`src/rtl/pps_pkg.sv`:
```
// Types and constants for the preemptive priority scheduler.
// No dependencies.
package pps_pkg;

   localparam int ARR_W   = 16;
   localparam int BUR_W   = 16;
   localparam int PRI_W   = 8;
   localparam int IDX_W   = 6;   // cell index, covers up to 64 cells
   localparam int CNT_W   = IDX_W + 1;
   localparam int JIDX_W  = 4;
   localparam int RES_W   = 21;
   localparam int TOT_W   = 25;

   typedef enum logic [2:0] {
      ST_LOAD,
      ST_LAUNCH,
      ST_SCAN,
      ST_CHARGE,
      ST_SETTLE,
      ST_OUT
   } state_type;

   typedef struct packed {
      logic             late;   // time beyond any arrival value
      logic [ARR_W-1:0] low;
   } time_view_type;

   typedef struct packed {
      logic             en;
      logic [IDX_W-1:0] idx;
      logic [ARR_W-1:0] arr;
      logic [BUR_W-1:0] bur;
      logic [PRI_W-1:0] pri;
   } load_cmd_type;

   typedef struct packed {
      logic             en;
      logic [IDX_W-1:0] idx;
      logic [BUR_W-1:0] span;
      logic [RES_W-1:0] fin;
   } charge_cmd_type;

   typedef struct packed {
      load_cmd_type   load;
      charge_cmd_type charge;
      logic           shift;
      logic           clear;
      logic           launch;
   } cell_ctl_type;

   typedef struct packed {
      logic             live;
      logic             have;
      logic [IDX_W-1:0] pick_idx;
      logic [PRI_W-1:0] pick_pri;
      logic [BUR_W-1:0] pick_rem;
      logic             have_next;
      logic [ARR_W-1:0] next_arr;
   } carry_type;

   typedef struct packed {
      logic [ARR_W-1:0] arr;
      logic [BUR_W-1:0] bur;
      logic [PRI_W-1:0] pri;
      logic [BUR_W-1:0] rem;
      logic [RES_W-1:0] comp;
      logic [RES_W-1:0] turn;
      logic [RES_W-1:0] waiting;
   } job_rec_type;

endpackage

```
`src/rtl/pps_cell.sv`:
```
// One job cell: holds a job record, joins the selection wave and
// shifts its record toward the head during result drain. Depends on pps_pkg.
module pps_cell import pps_pkg::*; (
   input  logic          clock,
   input  logic          reset,
   input  logic [IDX_W-1:0] cell_idx,
   input  logic [CNT_W-1:0] job_cnt,
   input  time_view_type time_view,
   input  cell_ctl_type  ctl,
   input  carry_type     prev_carry,
   input  job_rec_type   nbr_rec,
   output carry_type     carry,
   output job_rec_type   rec
);

   job_rec_type rec_ff, rec_in;
   carry_type   carry_ff, carry_in;
   logic        done_ff, done_in;
   logic        active, arrived, hit;

   always_comb begin
      active  = {1'b0, cell_idx} < job_cnt;
      arrived = time_view.late || (rec_ff.arr <= time_view.low);

      carry_in = prev_carry;
      if (prev_carry.live && active && !done_ff) begin
         if (arrived) begin
            if (!prev_carry.have || (rec_ff.pri > prev_carry.pick_pri)) begin
               carry_in.have     = 1'b1;
               carry_in.pick_idx = cell_idx;
               carry_in.pick_pri = rec_ff.pri;
               carry_in.pick_rem = rec_ff.rem;
            end
         end else if (!prev_carry.have_next || (rec_ff.arr < prev_carry.next_arr)) begin
            carry_in.have_next = 1'b1;
            carry_in.next_arr  = rec_ff.arr;
         end
      end

      hit            = ctl.charge.en && (ctl.charge.idx == cell_idx);
      rec_in         = rec_ff;
      rec_in.waiting = rec_ff.turn - RES_W'(rec_ff.bur);
      done_in        = done_ff;
      if (ctl.shift) begin
         rec_in = nbr_rec;
      end else if (ctl.load.en && (ctl.load.idx == cell_idx)) begin
         rec_in.arr = ctl.load.arr;
         rec_in.bur = ctl.load.bur;
         rec_in.pri = ctl.load.pri;
         rec_in.rem = ctl.load.bur;
      end else if (hit) begin
         rec_in.rem = rec_ff.rem - ctl.charge.span;
         if (rec_ff.rem == ctl.charge.span) begin
            done_in     = 1'b1;
            rec_in.comp = ctl.charge.fin;
            rec_in.turn = ctl.charge.fin - RES_W'(rec_ff.arr);
         end
      end
      if (ctl.clear) begin
         done_in = 1'b0;
      end
   end

   always_ff @(posedge clock) begin
      if (reset) begin
         done_ff <= 1'b0;
      end else begin
         done_ff <= done_in;
      end
   end

   always_ff @(posedge clock) begin
      if (reset) begin
         carry_ff <= '0;
      end else begin
         carry_ff <= carry_in;
      end
   end

   always_ff @(posedge clock) begin
      rec_ff <= rec_in;
   end

   assign carry = carry_ff;
   assign rec   = rec_ff;

endmodule

```
`config.mk`:
```
export PLATFORM = sky130hd
export DESIGN_NAME = pps_cell
export DESIGN_NICKNAME = d
export VERILOG_FILES = /design/src/rtl/pps_pkg.sv /design/src/rtl/pps_cell.sv
export SDC_FILE = /design/constraint.sdc
export NUM_CORES = 1
export LEC_CHECK = 0
export BUFFER_PORTS_ARGS = -buffer_cell sky130_fd_sc_hd__buf_2
export CORE_AREA = 2 2 177 179
export CTS_CLUSTER_SIZE = 24
export DETAILED_ROUTE_END_ITERATION = 8
export DIE_AREA = 0 0 179 181
export GPL_ROUTABILITY_DRIVEN = 1
export SLEW_MARGIN = 20
export SYNTH_ARGS = -nofsm -noshare
export SYNTH_HDL_FRONTEND = slang
export SYNTH_SLANG_ARGS = --single-unit
```
`constraint.sdc`:
```
create_clock -name clock -period 9.14 [get_ports clock]
set_input_delay 2.742 -clock clock [delete_from_list [all_inputs] [get_ports clock]]
set_output_delay 2.742 -clock clock [all_outputs]
set_load 0.01 [all_outputs]
```
After elaboration in Yosys (flattened, before gate mapping)
Index checks and enable logic that the tools add are counted.

storage, ports and cells
  register bits after elaboration = 169
  output and inout port bits = 168
  logic and storage cells = 57

operators by class
  add/sub/neg operators = 3
  order comparisons = 4
  equality and inequality tests = 4
  muxes and demuxes = 12
  bitwise gates (word level) = 2
  reduce and logical (&&, ||, !) cells = 17

operators with widths
  operator                             number
  2-to-1 mux 98 bit                    1
  2-to-1 mux 42 bit                    2
  2-to-1 mux 31 bit                    2
  2-to-1 mux 58 bit                    1
  2-to-1 mux 48 bit                    1
  subtractor 21 x 16 -> 21 bit         2
  2-to-1 mux 40 bit                    1
  2-to-1 mux 17 bit                    2
  2-to-1 mux 21 bit                    1
  == test 16 bit                       1
  <= comparator 16 bit                 1
  less-than comparator 16 bit          1
  2-to-1 mux 16 bit                    1
  subtractor 16 bit                    1
  == test 6 bit                        2
  > comparator 8 bit                   1
  less-than comparator 6 x 7 -> 1 bit  1
  nonzero test 2 bit                   3
  logical AND 1 bit                    4
  AND reduction 4 bit                  1
  zero test 1 bit                      3
  logical OR 1 bit                     3
  AND reduction 3 bit                  1
  nonzero test 3 bit                   1
  3 further kinds                      4

Logic depth before layout (Yosys ltp)
  word-level depth = 5
  depth in mapped cells = 11
  mapped depth without buffers = 10

Worst setup path after synthesis
Ideal clock, no wire load.

  path type = input-to-reg
  from = in ctl[35] in the netlist's numbering
  to = reg rec_ff (netlist bit rec[21]), enable pin
  setup time = 0.500 ns
  arrival time = 6.705 ns
  required time = 8.640 ns
  setup slack = 1.936 ns
  stages = 7
  path buffers = 0
  cell sequence = inv_1 -> ha_1 -> and3_1 -> nand2_1 -> nor3_1 -> nand4_1 -> o21ai_0

between the ends
  cells in the longest elaborated chain, start to end = 3

RTL lines
  item                           RTL line        RTL
  from (decl)                    pps_cell.sv:9   input cell_ctl_type ctl,
  == test 16 bit                 pps_cell.sv:53  if (rec_ff.rem == ctl.charge.span) begin
  nonzero test 2 bit (no line)   -
  AND reduction 3 bit (no line)  -
  to (signal assigned)           pps_cell.sv:81  rec_ff <= rec_in;
  to (decl)                      pps_cell.sv:16  job_rec_type rec_ff, rec_in;

No other way between the ends.
A chain may end at the register's enable or synchronous reset.

Worst setup path in the final report
  from = in time_view[14] in the netlist's numbering
  to = reg carry_ff (netlist bit carry[6])

between the ends
  cells in the longest elaborated chain, start to end = 4

RTL lines
  item                  RTL line        RTL
  from (decl)           pps_cell.sv:8   input time_view_type time_view,
  <= comparator 16 bit  pps_cell.sv:23  arrived = time_view.late || (rec_ff.arr <= time_view.low);
  logical OR 1 bit      pps_cell.sv:23
  2-to-1 mux 17 bit     pps_cell.sv:27  if (arrived) begin
  2-to-1 mux 48 bit     pps_cell.sv:26  if (prev_carry.live && active && !done_ff) begin
  to (signal assigned)  pps_cell.sv:76  carry_ff <= carry_in;
  to (decl)             pps_cell.sv:17  carry_type carry_ff, carry_in;

No other way between the ends.

==> results.py <==
metrics = {
    "grt": {
        "grt_start_max_net_pins": 98,
        "grt_overflow": 0,
        "grt_pass1_vias": 9507,
        "grt_usage": 0.223,
        "antenna_found_initial": 11,
        "grt_first_pass_wirelength_microns": 53800,
    },
    "die": {
        "die_x_microns": 179,
        "core_area_sq_um": 30300,
        "row_count": 64,
        "die_area_sq_um": 32400,
        "initial_core_util": 0.346,
        "die_h_microns": 181,
        "io_pins": 462,
    },
    "logic_synthesis": {
        "ys_seq_area_frac": 0.415,
        "synth_area_leaders": "edfxtp_1, dfxtp_1, ha_1",
        "synth_top_area_cell": "edfxtp_1",
        "syn-instance-count": 1071,
        "synthAdderAreaFrac": 0.114,
        "netlist.area_leader.share": 0.280,
        "synth_compound_area_frac": 0.143,
        "yosys.area_share.simple": 0.114,
        "async_flop_share": 0,
        "synth_xor_area_frac": 0.0400,
        "synth_nets": 1459,
        "syn_area_per_cell_sq_um": 9.81,
        "yosysMostFrequentCell": "inv_1",
        "synth_warnings": 0,
        "ys_types": 61,
        "synth-main-ff-cell": "edfxtp_1",
        "synth_top_family_by_area": "compound AO/OA/AOI/OAI gates",
        "synth_area_sq_um": 10500,
        "synthMuxAreaShare": 0.119,
        "ys_top_cells_by_count": "inv_1, edfxtp_1, ha_1, nor2_1, nand2_1",
        "synth_edf_count": 98,
        "ys_seq_elements": 169,
    },
    "pwr": {
        "ir_drop_mv": 0.127,
        "p_leak_nw": 6.60,
        "p_int_w": 0.00164,
        "p_sw_w": 0.000794,
        "power_frac_comb": 0.298,
        "p_seq_frac": 0.392,
        "p_sw_frac": 0.327,
        "powerDensity_nw_per_um2": 176,
        "clkPwrFrac": 0.310,
    },
    "setup_path": {
        "cp.required_ns": 9.43,
        "start_kind": "primary input",
        "cp_max_fo": 16,
        "path_delay_family": "simple AND/OR/NAND/NOR gates",
        "cp_data_arrival_time_ns": 5.60,
        "path_buf_inv": 2,
        "cp_slowest_cell": "and4_1",
        "cpPeakStageDelay_ns": 0.89,
        "crit_chain": "buf_2 -> inv_1 -> ha_1 -> nand4_1 -> nor4_1 -> a21boi_1 -> o31a_1 -> and4_1 -> mux2i_1 -> nor2_1",
        "path_class": "in -> reg",
        "r2r_cells": 8,
        "cp-end-kind": "flop",
        "cp.depth": 10,
    },
    "cells_and_area": {
        "syn2layout_area_growth_pct": 31.3,
        "final_core_util": 0.454,
        "finalInstanceArea_sq_um": 13800,
        "fill_cells": 3082,
        "drive_gt1_frac": 0.372,
        "fin_nets": 1901,
        "layoutNonFillerInstCount": 1927,
    },
    "timing": {
        "fmax_ghz": 0.188,
        "final.setup.worst_slack_ns": 3.83,
        "setup_tns_ns": 0,
        "slew_headroom": 0.285,
        "period_share": 0.581,
        "hold_violations": 0,
        "worst_pin_slew_ns": 1.07,
        "finalCriticalPeriod_ns": 5.31,
        "setup_viol": 0,
        "clock_skew_ns": 0.0103,
        "grt_setup_unrepaired": "no",
        "slew_viol_final": 0,
    },
    "job": {
        "maxCapViolCount": 0,
    },
    "clock_network": {
        "numClockSinks": 169,
        "cts_tree": "done",
        "cts_made_buffers": 17,
        "path_clk_slew_ns": 0.07,
        "cts_root_buf": "clkbuf_16",
        "clock_latency_ns": 0.45,
        "postCtsHoldBufs": 0,
        "cts_resized": 0,
        "clock_tree.buffer_depth": 2,
        "post_cts_buffers": 0,
        "htree_levels": 4,
    },
    "routing": {
        "drc": 0,
        "wirelength_microns": 36700,
        "vias_per_cell": 4.96,
        "drt-wirelength-per-cell_microns": 19.0,
        "first_pass_iters": 5,
        "via_count": 9559,
        "drtAntennaViolNets": 0,
        "drt_iter0_markers": 472,
    },
    "outcome": {
        "status": "finished clean",
    },
    "worst_hold_path": {
        "hp-class": "reg -> reg",
        "min_path_cells": 2,
    },
    "placement": {
        "place_hpwl_microns": 29400,
        "dp_cells": 1890,
        "placed_area_sq_um": 13200,
        "gp_congestion": 0.873,
        "port_buffers": 460,
        "pre_cts_slack_ns": 3.42,
    },
}
## cell type report
class	count	area, sq um	share of cell area
diodes	5	12.5	0.000908
well taps	396	495	0.0359
multi-input cells	758	5580	0.405
clock buffers	18	439	0.0319
clock inverters	14	163	0.0118
inverters	101	379	0.0275
repair buffers	466	2350	0.171
flip-flops and latches	169	4360	0.317
## cells in the final DEF (no fill, tap or decap), drive strengths merged, types with 21 or more instances in the layout
| cell type | netlist | final |
|---|---|---|
| inv | 101 | 106 |
| buf | 9 | 466 |
| nor2 | 91 | 91 |
| mux2 | 61 | 61 |
| dfxtp | 71 | 71 |
| nand2 | 79 | 79 |
| a21oi | 62 | 62 |
| xnor2 | 21 | 21 |
| ha | 91 | 91 |
| mux2i | 56 | 56 |
| o21ai | 74 | 74 |
| xor2 | 27 | 27 |
| edfxtp | 98 | 98 |
## layer usage
layer,global-route usage,vias to the layer above,wire length (microns)
met5,0,-,69
met4,0.0790,10,1010
met3,0.0583,65,2800
met2,0.375,367,17400
met1,0.274,4405,15400
li1,-,4712,-
## per-stage QoR
| step | power, W | hold WS (ns) |
|---|---|---|
| after global placement | 0.00168 | 0.482 |
| after global routing | 0.00257 | 0.536 |
| final | 0.00243 | 0.497 |
| after detailed placement | 0.00169 | 0.497 |
| after CTS | 0.00246 | 0.507 |
| after floorplan | 0.00141 | 0.469 |
## state kept, by name, summed over array words and instances (netlist names)
register  cells
carry        49
done_ff       1
rec         119
## path summary, 6_finish.rpt
| path | from | to | slack (ns) |
|---|---|---|---|
| worst max register to register | rec[118] | carry[6] | 5.64 |
| worst max-delay path | time_view[14] | carry[6] | 3.83 |
| worst min register to register | done_ff | done_ff | 0.50 |
| worst min-delay path | done_ff | done_ff | 0.50 |
## power groups by stage
stage	Combinational [W]	Sequential (W)	Clock, W
after floorplan	0.000407	0.00100	0
after global routing	0.000807	0.000964	0.000802
final	0.000725	0.000954	0.000753
after detailed placement	0.000723	0.000972	0
after CTS	0.000728	0.000955	0.000775
after global placement	0.000715	0.000970	0
## logic make-up (layout without fill, tap and decap cells)
| logic type | count (synthesis) | after routing |
|---|---|---|
| fa+ha+maj | 94 | 94 |
| other cells | 0 | 5 |
| simple gates | 258 | 258 |
| buf+inv | 144 | 599 |
| compound gates | 241 | 241 |
| flops | 169 | 169 |
| mux | 117 | 117 |
| xor+xnor | 48 | 48 |
## tightest hold or removal path, delay by kind of cell (launching register included)
| kind | cells | cell delay [ns] |
|---|---|---|
| simple gates | 2 | 0.15 |
| flops | 1 | 0.31 |
Note: power is estimated with default switching activity, not from simulation.
