--- src/rtl/pps_pkg.sv ---
// Types and constants for the preemptive priority scheduler.
// No dependencies.
package pps_pkg;

   localparam int ARR_W   = 16;
   localparam int BUR_W   = 16;
   localparam int PRI_W   = 8;
   localparam int IDX_W   = 6;   // cell index, covers up to 64 cells
   localparam int CNT_W   = IDX_W + 1;
   localparam int JIDX_W  = 4;
   localparam int RES_W   = 21;
   localparam int TOT_W   = 25;

   typedef enum logic [2:0] {
      ST_LOAD,
      ST_LAUNCH,
      ST_SCAN,
      ST_CHARGE,
      ST_SETTLE,
      ST_OUT
   } state_type;

   typedef struct packed {
      logic             late;   // time beyond any arrival value
      logic [ARR_W-1:0] low;
   } time_view_type;

   typedef struct packed {
      logic             en;
      logic [IDX_W-1:0] idx;
      logic [ARR_W-1:0] arr;
      logic [BUR_W-1:0] bur;
      logic [PRI_W-1:0] pri;
   } load_cmd_type;

   typedef struct packed {
      logic             en;
      logic [IDX_W-1:0] idx;
      logic [BUR_W-1:0] span;
      logic [RES_W-1:0] fin;
   } charge_cmd_type;

   typedef struct packed {
      load_cmd_type   load;
      charge_cmd_type charge;
      logic           shift;
      logic           clear;
      logic           launch;
   } cell_ctl_type;

   typedef struct packed {
      logic             live;
      logic             have;
      logic [IDX_W-1:0] pick_idx;
      logic [PRI_W-1:0] pick_pri;
      logic [BUR_W-1:0] pick_rem;
      logic             have_next;
      logic [ARR_W-1:0] next_arr;
   } carry_type;

   typedef struct packed {
      logic [ARR_W-1:0] arr;
      logic [BUR_W-1:0] bur;
      logic [PRI_W-1:0] pri;
      logic [BUR_W-1:0] rem;
      logic [RES_W-1:0] comp;
      logic [RES_W-1:0] turn;
      logic [RES_W-1:0] waiting;
   } job_rec_type;

endpackage

--- src/rtl/pps_if.sv ---
// Handshake channels for job beats in and result beats out.
// Depends on pps_pkg.
interface pps_req_if import pps_pkg::*; ();
   logic             valid;
   logic             ready;
   logic [ARR_W-1:0] arrival_time;
   logic [BUR_W-1:0] burst_time;
   logic [PRI_W-1:0] priority_req;
   logic             last;

   modport source (output valid, arrival_time, burst_time, priority_req, last,
                   input ready);
   modport sink (input valid, arrival_time, burst_time, priority_req, last,
                 output ready);
endinterface

interface pps_rsp_if import pps_pkg::*; ();
   logic              valid;
   logic              ready;
   logic [JIDX_W-1:0] job_index;
   logic [RES_W-1:0]  completion_time;
   logic [RES_W-1:0]  turnaround_time;
   logic [RES_W-1:0]  waiting_time;
   logic [TOT_W-1:0]  total_waiting;
   logic [TOT_W-1:0]  total_turnaround;
   logic              overflow;
   logic              last_result;

   modport source (output valid, job_index, completion_time, turnaround_time,
                   waiting_time, total_waiting, total_turnaround, overflow,
                   last_result, input ready);
   modport sink (input valid, job_index, completion_time, turnaround_time,
                 waiting_time, total_waiting, total_turnaround, overflow,
                 last_result, output ready);
endinterface

--- src/rtl/pps_ctrl.sv ---
// Sequencer: job loading, schedule clock, span charging and result drain
// with the result register. Depends on pps_pkg and pps_if.
module pps_ctrl import pps_pkg::*; #(
   parameter int MAX_JOBS = 16
) (
   input  logic          clock,
   input  logic          reset,
   pps_req_if.sink       req,
   pps_rsp_if.source     rsp,
   input  carry_type     tail,
   input  job_rec_type   head,
   output cell_ctl_type  ctl,
   output time_view_type time_view,
   output logic [CNT_W-1:0] job_cnt
);

   localparam int NUM_W  = $clog2(MAX_JOBS + 1);
   localparam int TIME_W = $clog2((MAX_JOBS + 1) * (1 << ARR_W));

   state_type         state_ff, state_in;
   logic [NUM_W-1:0]  num_ff, num_in;
   logic [NUM_W-1:0]  out_ff, out_in;
   logic              dropped_ff, dropped_in;
   logic [TIME_W-1:0] time_ff, time_in;
   logic [IDX_W-1:0]  pick_ff, pick_in;
   logic [BUR_W-1:0]  span_ff, span_in;
   charge_cmd_type    charge_ff, charge_in;
   logic [TOT_W-1:0]  tot_w_ff, tot_w_in;
   logic [TOT_W-1:0]  tot_t_ff, tot_t_in;

   logic              rsp_valid_ff, rsp_valid_in;
   logic [JIDX_W-1:0] r_idx_ff, r_idx_in;
   logic [RES_W-1:0]  r_comp_ff, r_comp_in;
   logic [RES_W-1:0]  r_turn_ff, r_turn_in;
   logic [RES_W-1:0]  r_wait_ff, r_wait_in;
   logic [TOT_W-1:0]  r_totw_ff, r_totw_in;
   logic [TOT_W-1:0]  r_tott_ff, r_tott_in;
   logic              r_ovf_ff, r_ovf_in;
   logic              r_last_ff, r_last_in;

   logic              accept, room, rsp_room, out_last;
   logic [BUR_W-1:0]  bur_clamp, gap;
   logic [TIME_W-1:0] fin;
   logic [NUM_W-1:0]  out_nxt;
   logic [TOT_W-1:0]  w_sum, t_sum;

   assign req.ready = (state_ff == ST_LOAD);

   always_comb begin
      accept    = req.valid && req.ready;
      room      = num_ff < NUM_W'(MAX_JOBS);
      bur_clamp = (req.burst_time == '0) ? BUR_W'(1) : req.burst_time;
      gap       = tail.next_arr - time_ff[ARR_W-1:0];
      fin       = time_ff + TIME_W'(span_ff);
      rsp_room  = !rsp_valid_ff || rsp.ready;
      out_nxt   = out_ff + NUM_W'(1);
      out_last  = (out_nxt == num_ff);
      w_sum     = tot_w_ff + TOT_W'(head.waiting);
      t_sum     = tot_t_ff + TOT_W'(head.turn);

      state_in   = state_ff;
      num_in     = num_ff;
      out_in     = out_ff;
      dropped_in = dropped_ff;
      time_in    = time_ff;
      pick_in    = pick_ff;
      span_in    = span_ff;
      charge_in  = '0;
      tot_w_in   = tot_w_ff;
      tot_t_in   = tot_t_ff;

      rsp_valid_in = rsp_valid_ff && !rsp.ready;
      r_idx_in     = r_idx_ff;
      r_comp_in    = r_comp_ff;
      r_turn_in    = r_turn_ff;
      r_wait_in    = r_wait_ff;
      r_totw_in    = r_totw_ff;
      r_tott_in    = r_tott_ff;
      r_ovf_in     = r_ovf_ff;
      r_last_in    = r_last_ff;

      ctl        = '0;
      ctl.charge = charge_ff;

      case (state_ff)
         ST_LOAD: begin
            if (accept) begin
               if (room) begin
                  ctl.load.en  = 1'b1;
                  ctl.load.idx = IDX_W'(num_ff);
                  ctl.load.arr = req.arrival_time;
                  ctl.load.bur = bur_clamp;
                  ctl.load.pri = req.priority_req;
                  num_in       = num_ff + NUM_W'(1);
               end else begin
                  dropped_in = 1'b1;
               end
               if (req.last) begin
                  state_in = ST_LAUNCH;
               end
            end
         end
         ST_LAUNCH: begin
            ctl.launch = 1'b1;
            state_in   = ST_SCAN;
         end
         ST_SCAN: begin
            if (tail.live) begin
               if (!tail.have && !tail.have_next) begin
                  state_in = ST_OUT;
               end else if (!tail.have) begin
                  time_in  = TIME_W'(tail.next_arr);
                  state_in = ST_LAUNCH;
               end else begin
                  pick_in  = tail.pick_idx;
                  span_in  = (tail.have_next && (gap < tail.pick_rem)) ? gap : tail.pick_rem;
                  state_in = ST_CHARGE;
               end
            end
         end
         ST_CHARGE: begin
            time_in        = fin;
            charge_in.en   = 1'b1;
            charge_in.idx  = pick_ff;
            charge_in.span = span_ff;
            charge_in.fin  = RES_W'(fin);
            state_in       = ST_SETTLE;
         end
         ST_SETTLE: begin
            state_in = ST_LAUNCH;
         end
         ST_OUT: begin
            if (rsp_room) begin
               rsp_valid_in = 1'b1;
               r_idx_in     = JIDX_W'(out_ff);
               r_comp_in    = head.comp;
               r_turn_in    = head.turn;
               r_wait_in    = head.waiting;
               r_ovf_in     = dropped_ff;
               r_last_in    = out_last;
               r_totw_in    = out_last ? w_sum : '0;
               r_tott_in    = out_last ? t_sum : '0;
               ctl.shift    = 1'b1;
               out_in       = out_nxt;
               tot_w_in     = w_sum;
               tot_t_in     = t_sum;
               if (out_last) begin
                  ctl.clear  = 1'b1;
                  num_in     = '0;
                  out_in     = '0;
                  dropped_in = 1'b0;
                  time_in    = '0;
                  tot_w_in   = '0;
                  tot_t_in   = '0;
                  state_in   = ST_LOAD;
               end
            end
         end
         default: begin
            state_in = ST_LOAD;
         end
      endcase
   end

   always_ff @(posedge clock) begin
      if (reset) begin
         state_ff <= ST_LOAD;
      end else begin
         state_ff <= state_in;
      end
   end

   always_ff @(posedge clock) begin
      if (reset) begin
         num_ff       <= '0;
         out_ff       <= '0;
         dropped_ff   <= 1'b0;
         time_ff      <= '0;
         charge_ff    <= '0;
         tot_w_ff     <= '0;
         tot_t_ff     <= '0;
         rsp_valid_ff <= 1'b0;
      end else begin
         num_ff       <= num_in;
         out_ff       <= out_in;
         dropped_ff   <= dropped_in;
         time_ff      <= time_in;
         charge_ff    <= charge_in;
         tot_w_ff     <= tot_w_in;
         tot_t_ff     <= tot_t_in;
         rsp_valid_ff <= rsp_valid_in;
      end
   end

   always_ff @(posedge clock) begin
      pick_ff   <= pick_in;
      span_ff   <= span_in;
      r_idx_ff  <= r_idx_in;
      r_comp_ff <= r_comp_in;
      r_turn_ff <= r_turn_in;
      r_wait_ff <= r_wait_in;
      r_totw_ff <= r_totw_in;
      r_tott_ff <= r_tott_in;
      r_ovf_ff  <= r_ovf_in;
      r_last_ff <= r_last_in;
   end

   assign time_view.late = |time_ff[TIME_W-1:ARR_W];
   assign time_view.low  = time_ff[ARR_W-1:0];
   assign job_cnt        = CNT_W'(num_ff);

   assign rsp.valid            = rsp_valid_ff;
   assign rsp.job_index        = r_idx_ff;
   assign rsp.completion_time  = r_comp_ff;
   assign rsp.turnaround_time  = r_turn_ff;
   assign rsp.waiting_time     = r_wait_ff;
   assign rsp.total_waiting    = r_totw_ff;
   assign rsp.total_turnaround = r_tott_ff;
   assign rsp.overflow         = r_ovf_ff;
   assign rsp.last_result      = r_last_ff;

endmodule

--- src/flat_wrapper.sv ---
// flat-port wrapper written by rule: the top's interface ports become plain ports
module pps_ctrl_flat import pps_pkg::*;
#(
   parameter int MAX_JOBS = 16
)
  (clock, reset, tail, head, ctl, time_view, job_cnt, req_valid, req_arrival_time, req_burst_time, req_priority_req, req_last, req_ready, rsp_valid, rsp_job_index, rsp_completion_time, rsp_turnaround_time, rsp_waiting_time, rsp_total_waiting, rsp_total_turnaround, rsp_overflow, rsp_last_result, rsp_ready);
  pps_req_if req_i ();
  pps_rsp_if rsp_i ();
  input  logic clock;
  input  logic reset;
  input  carry_type tail;
  input  job_rec_type head;
  output cell_ctl_type ctl;
  output time_view_type time_view;
  output logic [CNT_W-1:0] job_cnt;
  input wire logic [$bits(req_i.valid)-1:0] req_valid;
  input wire logic [$bits(req_i.arrival_time)-1:0] req_arrival_time;
  input wire logic [$bits(req_i.burst_time)-1:0] req_burst_time;
  input wire logic [$bits(req_i.priority_req)-1:0] req_priority_req;
  input wire logic [$bits(req_i.last)-1:0] req_last;
  output wire logic [$bits(req_i.ready)-1:0] req_ready;
  output wire logic [$bits(rsp_i.valid)-1:0] rsp_valid;
  output wire logic [$bits(rsp_i.job_index)-1:0] rsp_job_index;
  output wire logic [$bits(rsp_i.completion_time)-1:0] rsp_completion_time;
  output wire logic [$bits(rsp_i.turnaround_time)-1:0] rsp_turnaround_time;
  output wire logic [$bits(rsp_i.waiting_time)-1:0] rsp_waiting_time;
  output wire logic [$bits(rsp_i.total_waiting)-1:0] rsp_total_waiting;
  output wire logic [$bits(rsp_i.total_turnaround)-1:0] rsp_total_turnaround;
  output wire logic [$bits(rsp_i.overflow)-1:0] rsp_overflow;
  output wire logic [$bits(rsp_i.last_result)-1:0] rsp_last_result;
  input wire logic [$bits(rsp_i.ready)-1:0] rsp_ready;
  assign req_i.valid = req_valid;
  assign req_i.arrival_time = req_arrival_time;
  assign req_i.burst_time = req_burst_time;
  assign req_i.priority_req = req_priority_req;
  assign req_i.last = req_last;
  assign req_ready = req_i.ready;
  assign rsp_valid = rsp_i.valid;
  assign rsp_job_index = rsp_i.job_index;
  assign rsp_completion_time = rsp_i.completion_time;
  assign rsp_turnaround_time = rsp_i.turnaround_time;
  assign rsp_waiting_time = rsp_i.waiting_time;
  assign rsp_total_waiting = rsp_i.total_waiting;
  assign rsp_total_turnaround = rsp_i.total_turnaround;
  assign rsp_overflow = rsp_i.overflow;
  assign rsp_last_result = rsp_i.last_result;
  assign rsp_i.ready = rsp_ready;
  pps_ctrl #(.MAX_JOBS(MAX_JOBS)) u_core (.clock(clock), .reset(reset), .req(req_i), .rsp(rsp_i), .tail(tail), .head(head), .ctl(ctl), .time_view(time_view), .job_cnt(job_cnt));
endmodule
--- config.mk ---
export PLATFORM = sky130hd
export DESIGN_NAME = pps_ctrl_flat
export DESIGN_NICKNAME = d
export VERILOG_FILES = /design/src/rtl/pps_pkg.sv /design/src/rtl/pps_if.sv /design/src/rtl/pps_ctrl.sv /design/src/flat_wrapper.sv
export SDC_FILE = /design/constraint.sdc
export NUM_CORES = 1
export LEC_CHECK = 0
export BUFFER_PORTS_ARGS = -buffer_cell sky130_fd_sc_hd__buf_2
export CORE_AREA = 3 3 245 199
export CTS_CLUSTER_DIAMETER = 30
export DETAILED_ROUTE_END_ITERATION = 12
export DIE_AREA = 0 0 248 202
export PLACE_DENSITY = 0.58
export SYNTH_ARGS = -nofsm -noshare
export SYNTH_HDL_FRONTEND = slang
export SYNTH_SLANG_ARGS = --single-unit
--- constraint.sdc ---
create_clock -name clock -period 5.28 [get_ports clock]
set_input_delay 0.792 -clock clock [delete_from_list [all_inputs] [get_ports clock]]
set_output_delay 0.792 -clock clock [all_outputs]
set_load 0.005 [all_outputs]
After elaboration in Yosys (flattened, before gate mapping)

Cells that the tools add are included.

Register bits after elaboration: 271
Input port bits: 213
Output and inout port bits: 239
Logic and storage cells: 107

$add $sub $neg: 6
Order comparisons: 2
Eq/ne operators: 15
Muxes and demuxes: 39
Bitwise operators: 2
Reduce and logical (&&, ||, !) cells: 21

Operators with widths:

| kind                                          | number |
|---|---|
| 2-to-1 mux 47 bit                             | 3 |
| 2-to-1 mux 21 bit                             | 5 |
| case mux 21 bit (3 select lines)              | 1 |
| adder 25 x 21 -> 25 bit                       | 2 |
| 2-to-1 mux 25 bit                             | 2 |
| 2-to-1 mux 44 bit                             | 1 |
| 2-to-1 mux 16 bit                             | 2 |
| 2-to-1 mux 5 bit                              | 5 |
| adder 21 x 16 -> 21 bit                       | 1 |
| 2-to-1 mux 3 bit                              | 6 |
| case mux 3 bit (6 select lines)               | 1 |
| zero test 16 bit                              | 1 |
| < comparator 16 bit                           | 1 |
| subtractor 16 bit                             | 1 |
| AND reduction 5 bit                           | 3 |
| inequality test 2 bit, second input constant  | 7 |
| adder 5 x 1 -> 5 bit, second input constant   | 2 |
| case mux 5 bit (2 select lines)               | 1 |
| 2-to-1 mux 1 bit                              | 8 |
| == test 3 x 2 -> 1 bit, second input constant | 2 |
| == test 3 bit, second input constant          | 2 |
| 2-to-1 mux 2 bit                              | 3 |
| AND reduction 6 bit                           | 1 |
| == test 5 bit                                 | 1 |
| 15 further kinds                              | 23 |

Depth between registers and ports, before layout

Depth after elaboration: 5
Mapped depth: 20
Gate-level depth less buffers: 19

Worst setup path after synthesis

Ideal clock, no wire load.

Kind: input -> output
From: input rsp_ready
To: output ctl[2] in the netlist's numbering
Arrival: 4.717 ns
Required time: 4.488 ns
Path slack: -0.229 ns
Stages: 5
Buffers on the path: 2
Cell sequence: nand2b_1 > nand2b_1 > clkbuf_1 > clkinv_1 > clkbuf_1

RTL lines:

| what        | RTL line           | text |
|---|---|---|
| from (decl) | flat_wrapper.sv:31 | `input wire logic [$bits(rsp_i.ready)-1:0] rsp_ready;` |
| to (decl)   | flat_wrapper.sv:13 | `output cell_ctl_type ctl;` |

Final worst setup path

From: register u_core.time_ff[1]
To: register u_core.span_ff[11], data pin

Word-level cells in the longest chain between the ends: 4

Ends and longest elaborated chain:

| what                   | RTL line        | text |
|---|---|---|
| from (decl)            | pps_ctrl.sv:24  | `logic [TIME_W-1:0] time_ff, time_in;` |
| from (signal assigned) | pps_ctrl.sv:187 | `time_ff <= time_in;` |
| subtractor 16 bit (*)  | pps_ctrl.sv:53  | `gap = tail.next_arr - time_ff[ARR_W-1:0];` |
| < comparator 16 bit    | pps_ctrl.sv:116 | `span_in = (tail.have_next && (gap < tail.pick_rem)) ? gap : tail.pick_rem;` |
| logical AND 1 bit      | pps_ctrl.sv:116 |  |
| 2-to-1 mux 16 bit (*)  | pps_ctrl.sv:116 |  |
| to (signal assigned)   | pps_ctrl.sv:197 | `span_ff <= span_in;` |
| to (decl)              | pps_ctrl.sv:26  | `logic [BUR_W-1:0] span_ff, span_in;` |

Every way passes the cells marked *; elsewhere a longest branch is shown, timed or not.
A chain may end at the register's enable or synchronous reset.

==> impl_metrics.toml <==
[global_routing]
antenna_found_initial = 2
grt_pass1_vias = 12000
grt_use_total_pct = 16.3
grt_pass1_wl_um = 64500
grt_max_degree = 61
grt_overflow = 0

[drt]
drtPass1Iterations = 6
drtAntennaViolNets = 0
wl_per_cell_um = 17.1
routed_wl_um = 41700
via_per_inst = 4.85
drc_errors = 0
drt_iter0_drc = 541
vias = 11800

[die]
initial_core_util_pct = 29.7
die_w_um = 248
dieArea_um2 = 50100
core-area_um2 = 46600
io_pins = 452
die_h_um = 202
num_rows = 71

[clock_network]
h-tree-depth = 3
clockRootBuffer = "clkbuf_16"
cts_resized = 0
cts_buffer_depth = 3
cts_sinks = 271
cts_setup_buffers = 0
clock_latency_ns = 0.59
cts_hold_buf = 0
cts_buffers = 66
cts_tree = "done"
clkTransAtPathRegs_ns = 0.05

[cells_and_area]
nets = 2074
drive_above_1_share_pct = 29.5
final_common_cell = "buf_2"
area_growth_pct = 35.0
final_cell_mix = "383 x buf_2, 141 x edfxtp_1, 130 x dfxtp_1, 122 x nor2_1, 103 x nand2_1"
n_antenna_cell = 0
utilization_pct = 40.1

[setup_path]
endpoint_kind = "register"
worstPathArrival_ns = 4.75
start_kind = "register"
critPathKind = "reg2reg"
critPathMaxFanout = 18
required_ns = 5.60

[synthesis]
synth_edf_count = 141
synth_top_cell_by_area = "edfxtp_1"
synth_fa_ha_area_share_pct = 8.71
synth.distinct_cells = 71
syn-cell-area_um2 = 13900
synth_area_leaders = "edfxtp_1 31%, dfxtp_1 19%, ha_1 8.1%"
muxShareOfSynthArea_pct = 1.05
yosysTopAreaCellShare_pct = 30.6
ys_warn_count = 0
synth_ff_type = "edfxtp_1"
async_flop_share_pct = 0
syn_avg_cell_area_um2 = 10.1
yosys_register_bits = 271
syn_inst = 1374
yosys.area_share.simple_pct = 15.8
synth-seq-area-share_pct = 49.3
synth_top_family_by_area = "compound AO/OA/AOI/OAI gates"
synth_xor_area_share_pct = 4.49
synth_compound_area_share_pct = 16.5

[sta]
hold_violations = 0
rsz0062_at_grt = "no"
clock_skew_ns = 0.0183
fin_crit_sh_pct = 83.8
fmax_ghz = 0.226
maxSlewHeadroom_pct = 38.9
report.final.slew_viol_count = 0
period_needed_ns = 4.43
finalSetupViolCount = 0
setup_tns_ns = 0
tightest_slew_ns = 0.914

[pwr]
internal-power_w = 0.00539
leakagePower_nw = 8.34
clkPwrFrac_pct = 60.1
p_sw_w = 0.00179
finalPower_w = 0.00718
ir_drop_mv = 0.279
power_frac_seq_pct = 31.6
pwr-share-comb_pct = 8.3
sw_frac_of_total_pct = 25.0
powerDensity_nw_per_um2 = 384

[place]
port_buffers = 383
dp_hpwl_um = 30000
routabilityCongestion = 0.903

[min_path]
min_path_type = "in2reg"

[flow_run]
drv_cap = 0

[outcome]
status = "finished, final reports clean"
-- logic make-up after synthesis --
kind of cell | Yosys count
AND/OR/NAND/NOR | 449
AO/OA/AOI/OAI | 345
XOR/XNOR | 71
other | 1
flip-flops | 271
multiplexers | 13
adder cells (fa/ha/maj) | 94
buffers and inverters | 130
-- routing by layer --
metal  up-vias  GRT usage (%)  part of all wire (%)
met1      5630           19.9                    43
li1       5758              -                     -
met5         -              0                 0.082
met2       376           27.7                    48
met3        79           4.47                   7.1
met4         4           5.50                   2.3
-- worst max-delay path, stage by stage, from the launching register on --
cell	delay, ns
dfxtp_1	0.44
inv_1	0.14
ha_1	0.28
nor2b_1	0.13
o21a_1	0.17
o21ai_0	0.39
a21o_1	0.23
a211oi_1	0.12
o31a_1	0.31
nor3_1	0.21
nor2_1	0.07
ha_1	0.31
nand4_1	0.10
nor2_1	0.05
o21ai_0	0.08
a21oi_1	0.07
or4_1	0.53
buf_4	0.24
mux2_2	0.29
-- registers in the layout (all words and copies together), names as in the netlist, 6 cells and up --
name	count
u_core.rsp.total_waiting	25
u_core.span_ff	16
u_core.tot_w_ff	25
u_core.ctl	44
u_core.rsp.turnaround_time	21
u_core.rsp.total_turnaround	25
u_core.tot_t_ff	25
u_core.rsp.completion_time	21
u_core.pick_ff	6
u_core.time_ff	21
u_core.rsp.waiting_time	21
-- layout make-up --
cell class / count / area (um^2)
fill: 4574 / 27900
clock inverter: 47 / 652
multi-input combinational: 976 / 6460
clock buffer: 75 / 1750
sequential: 271 / 6840
inverter: 55 / 211
tap: 620 / 776
timing repair buffer: 397 / 2020
-- path summary, 6_finish.rpt --
kind                     start  depth (start not counted)  slack [ns]                             to
max          u_core.time_ff[1]                         18        0.85             u_core.span_ff[11]
min                   head[48]                          1        0.38  u_core.rsp.completion_time[6]
max reg2reg  u_core.time_ff[1]                         18        0.85             u_core.span_ff[11]
min reg2reg  u_core.dropped_ff                          0        0.44            u_core.rsp.overflow
-- power by group through the flow --
stage / registers (W) / logic [W] / clock network (W)
finish: 0.00227 / 0.000597 / 0.00432
global route: 0.00227 / 0.000671 / 0.00452
CTS: 0.00227 / 0.000602 / 0.00443
detailed placement: 0.00231 / 0.000597 / 0
global placement: 0.00231 / 0.000588 / 0
floorplan: 0.00230 / 0.000384 / 0
-- synth_stat cells, types with 6 or more instances --
| library cell | number |
|---|---|
| nand2_1 | 103 |
| a31oi_1 | 21 |
| xor2_1 | 30 |
| a21o_1 | 33 |
| clkbuf_1 | 41 |
| o21ai_0 | 67 |
| mux2_2 | 12 |
| o21a_1 | 30 |
| and2_1 | 59 |
| nand3_1 | 28 |
| a211o_1 | 8 |
| buf_4 | 20 |
| and3_1 | 35 |
| dfxtp_1 | 130 |
| nor2_1 | 122 |
| a221oi_1 | 6 |
| a21oi_1 | 87 |
| xnor2_1 | 41 |
| o211ai_1 | 10 |
| inv_1 | 54 |
| nand2b_1 | 12 |
| buf_1 | 6 |
| buf_2 | 8 |
| nor3_1 | 40 |
| ha_1 | 90 |
| nor2b_1 | 18 |
| nand4_1 | 6 |
| a211oi_1 | 19 |
| edfxtp_1 | 141 |
-- through the flow --
step	setup slack, ns	hold WS (ns)	instance area, um^2	instances
5_1_grt	0.525	0.345	18700	2441
6_report	0.854	0.383	18700	2441
4_1_cts	0.838	0.335	18700	2441
2_1_floorplan	1.06	0.402	13900	1377
3_5_place_dp	0.502	0.438	16300	2319
3_3_place_gp	0.548	0.433	16300	2319
No activity file was read; power rests on OpenSTA's default activity.
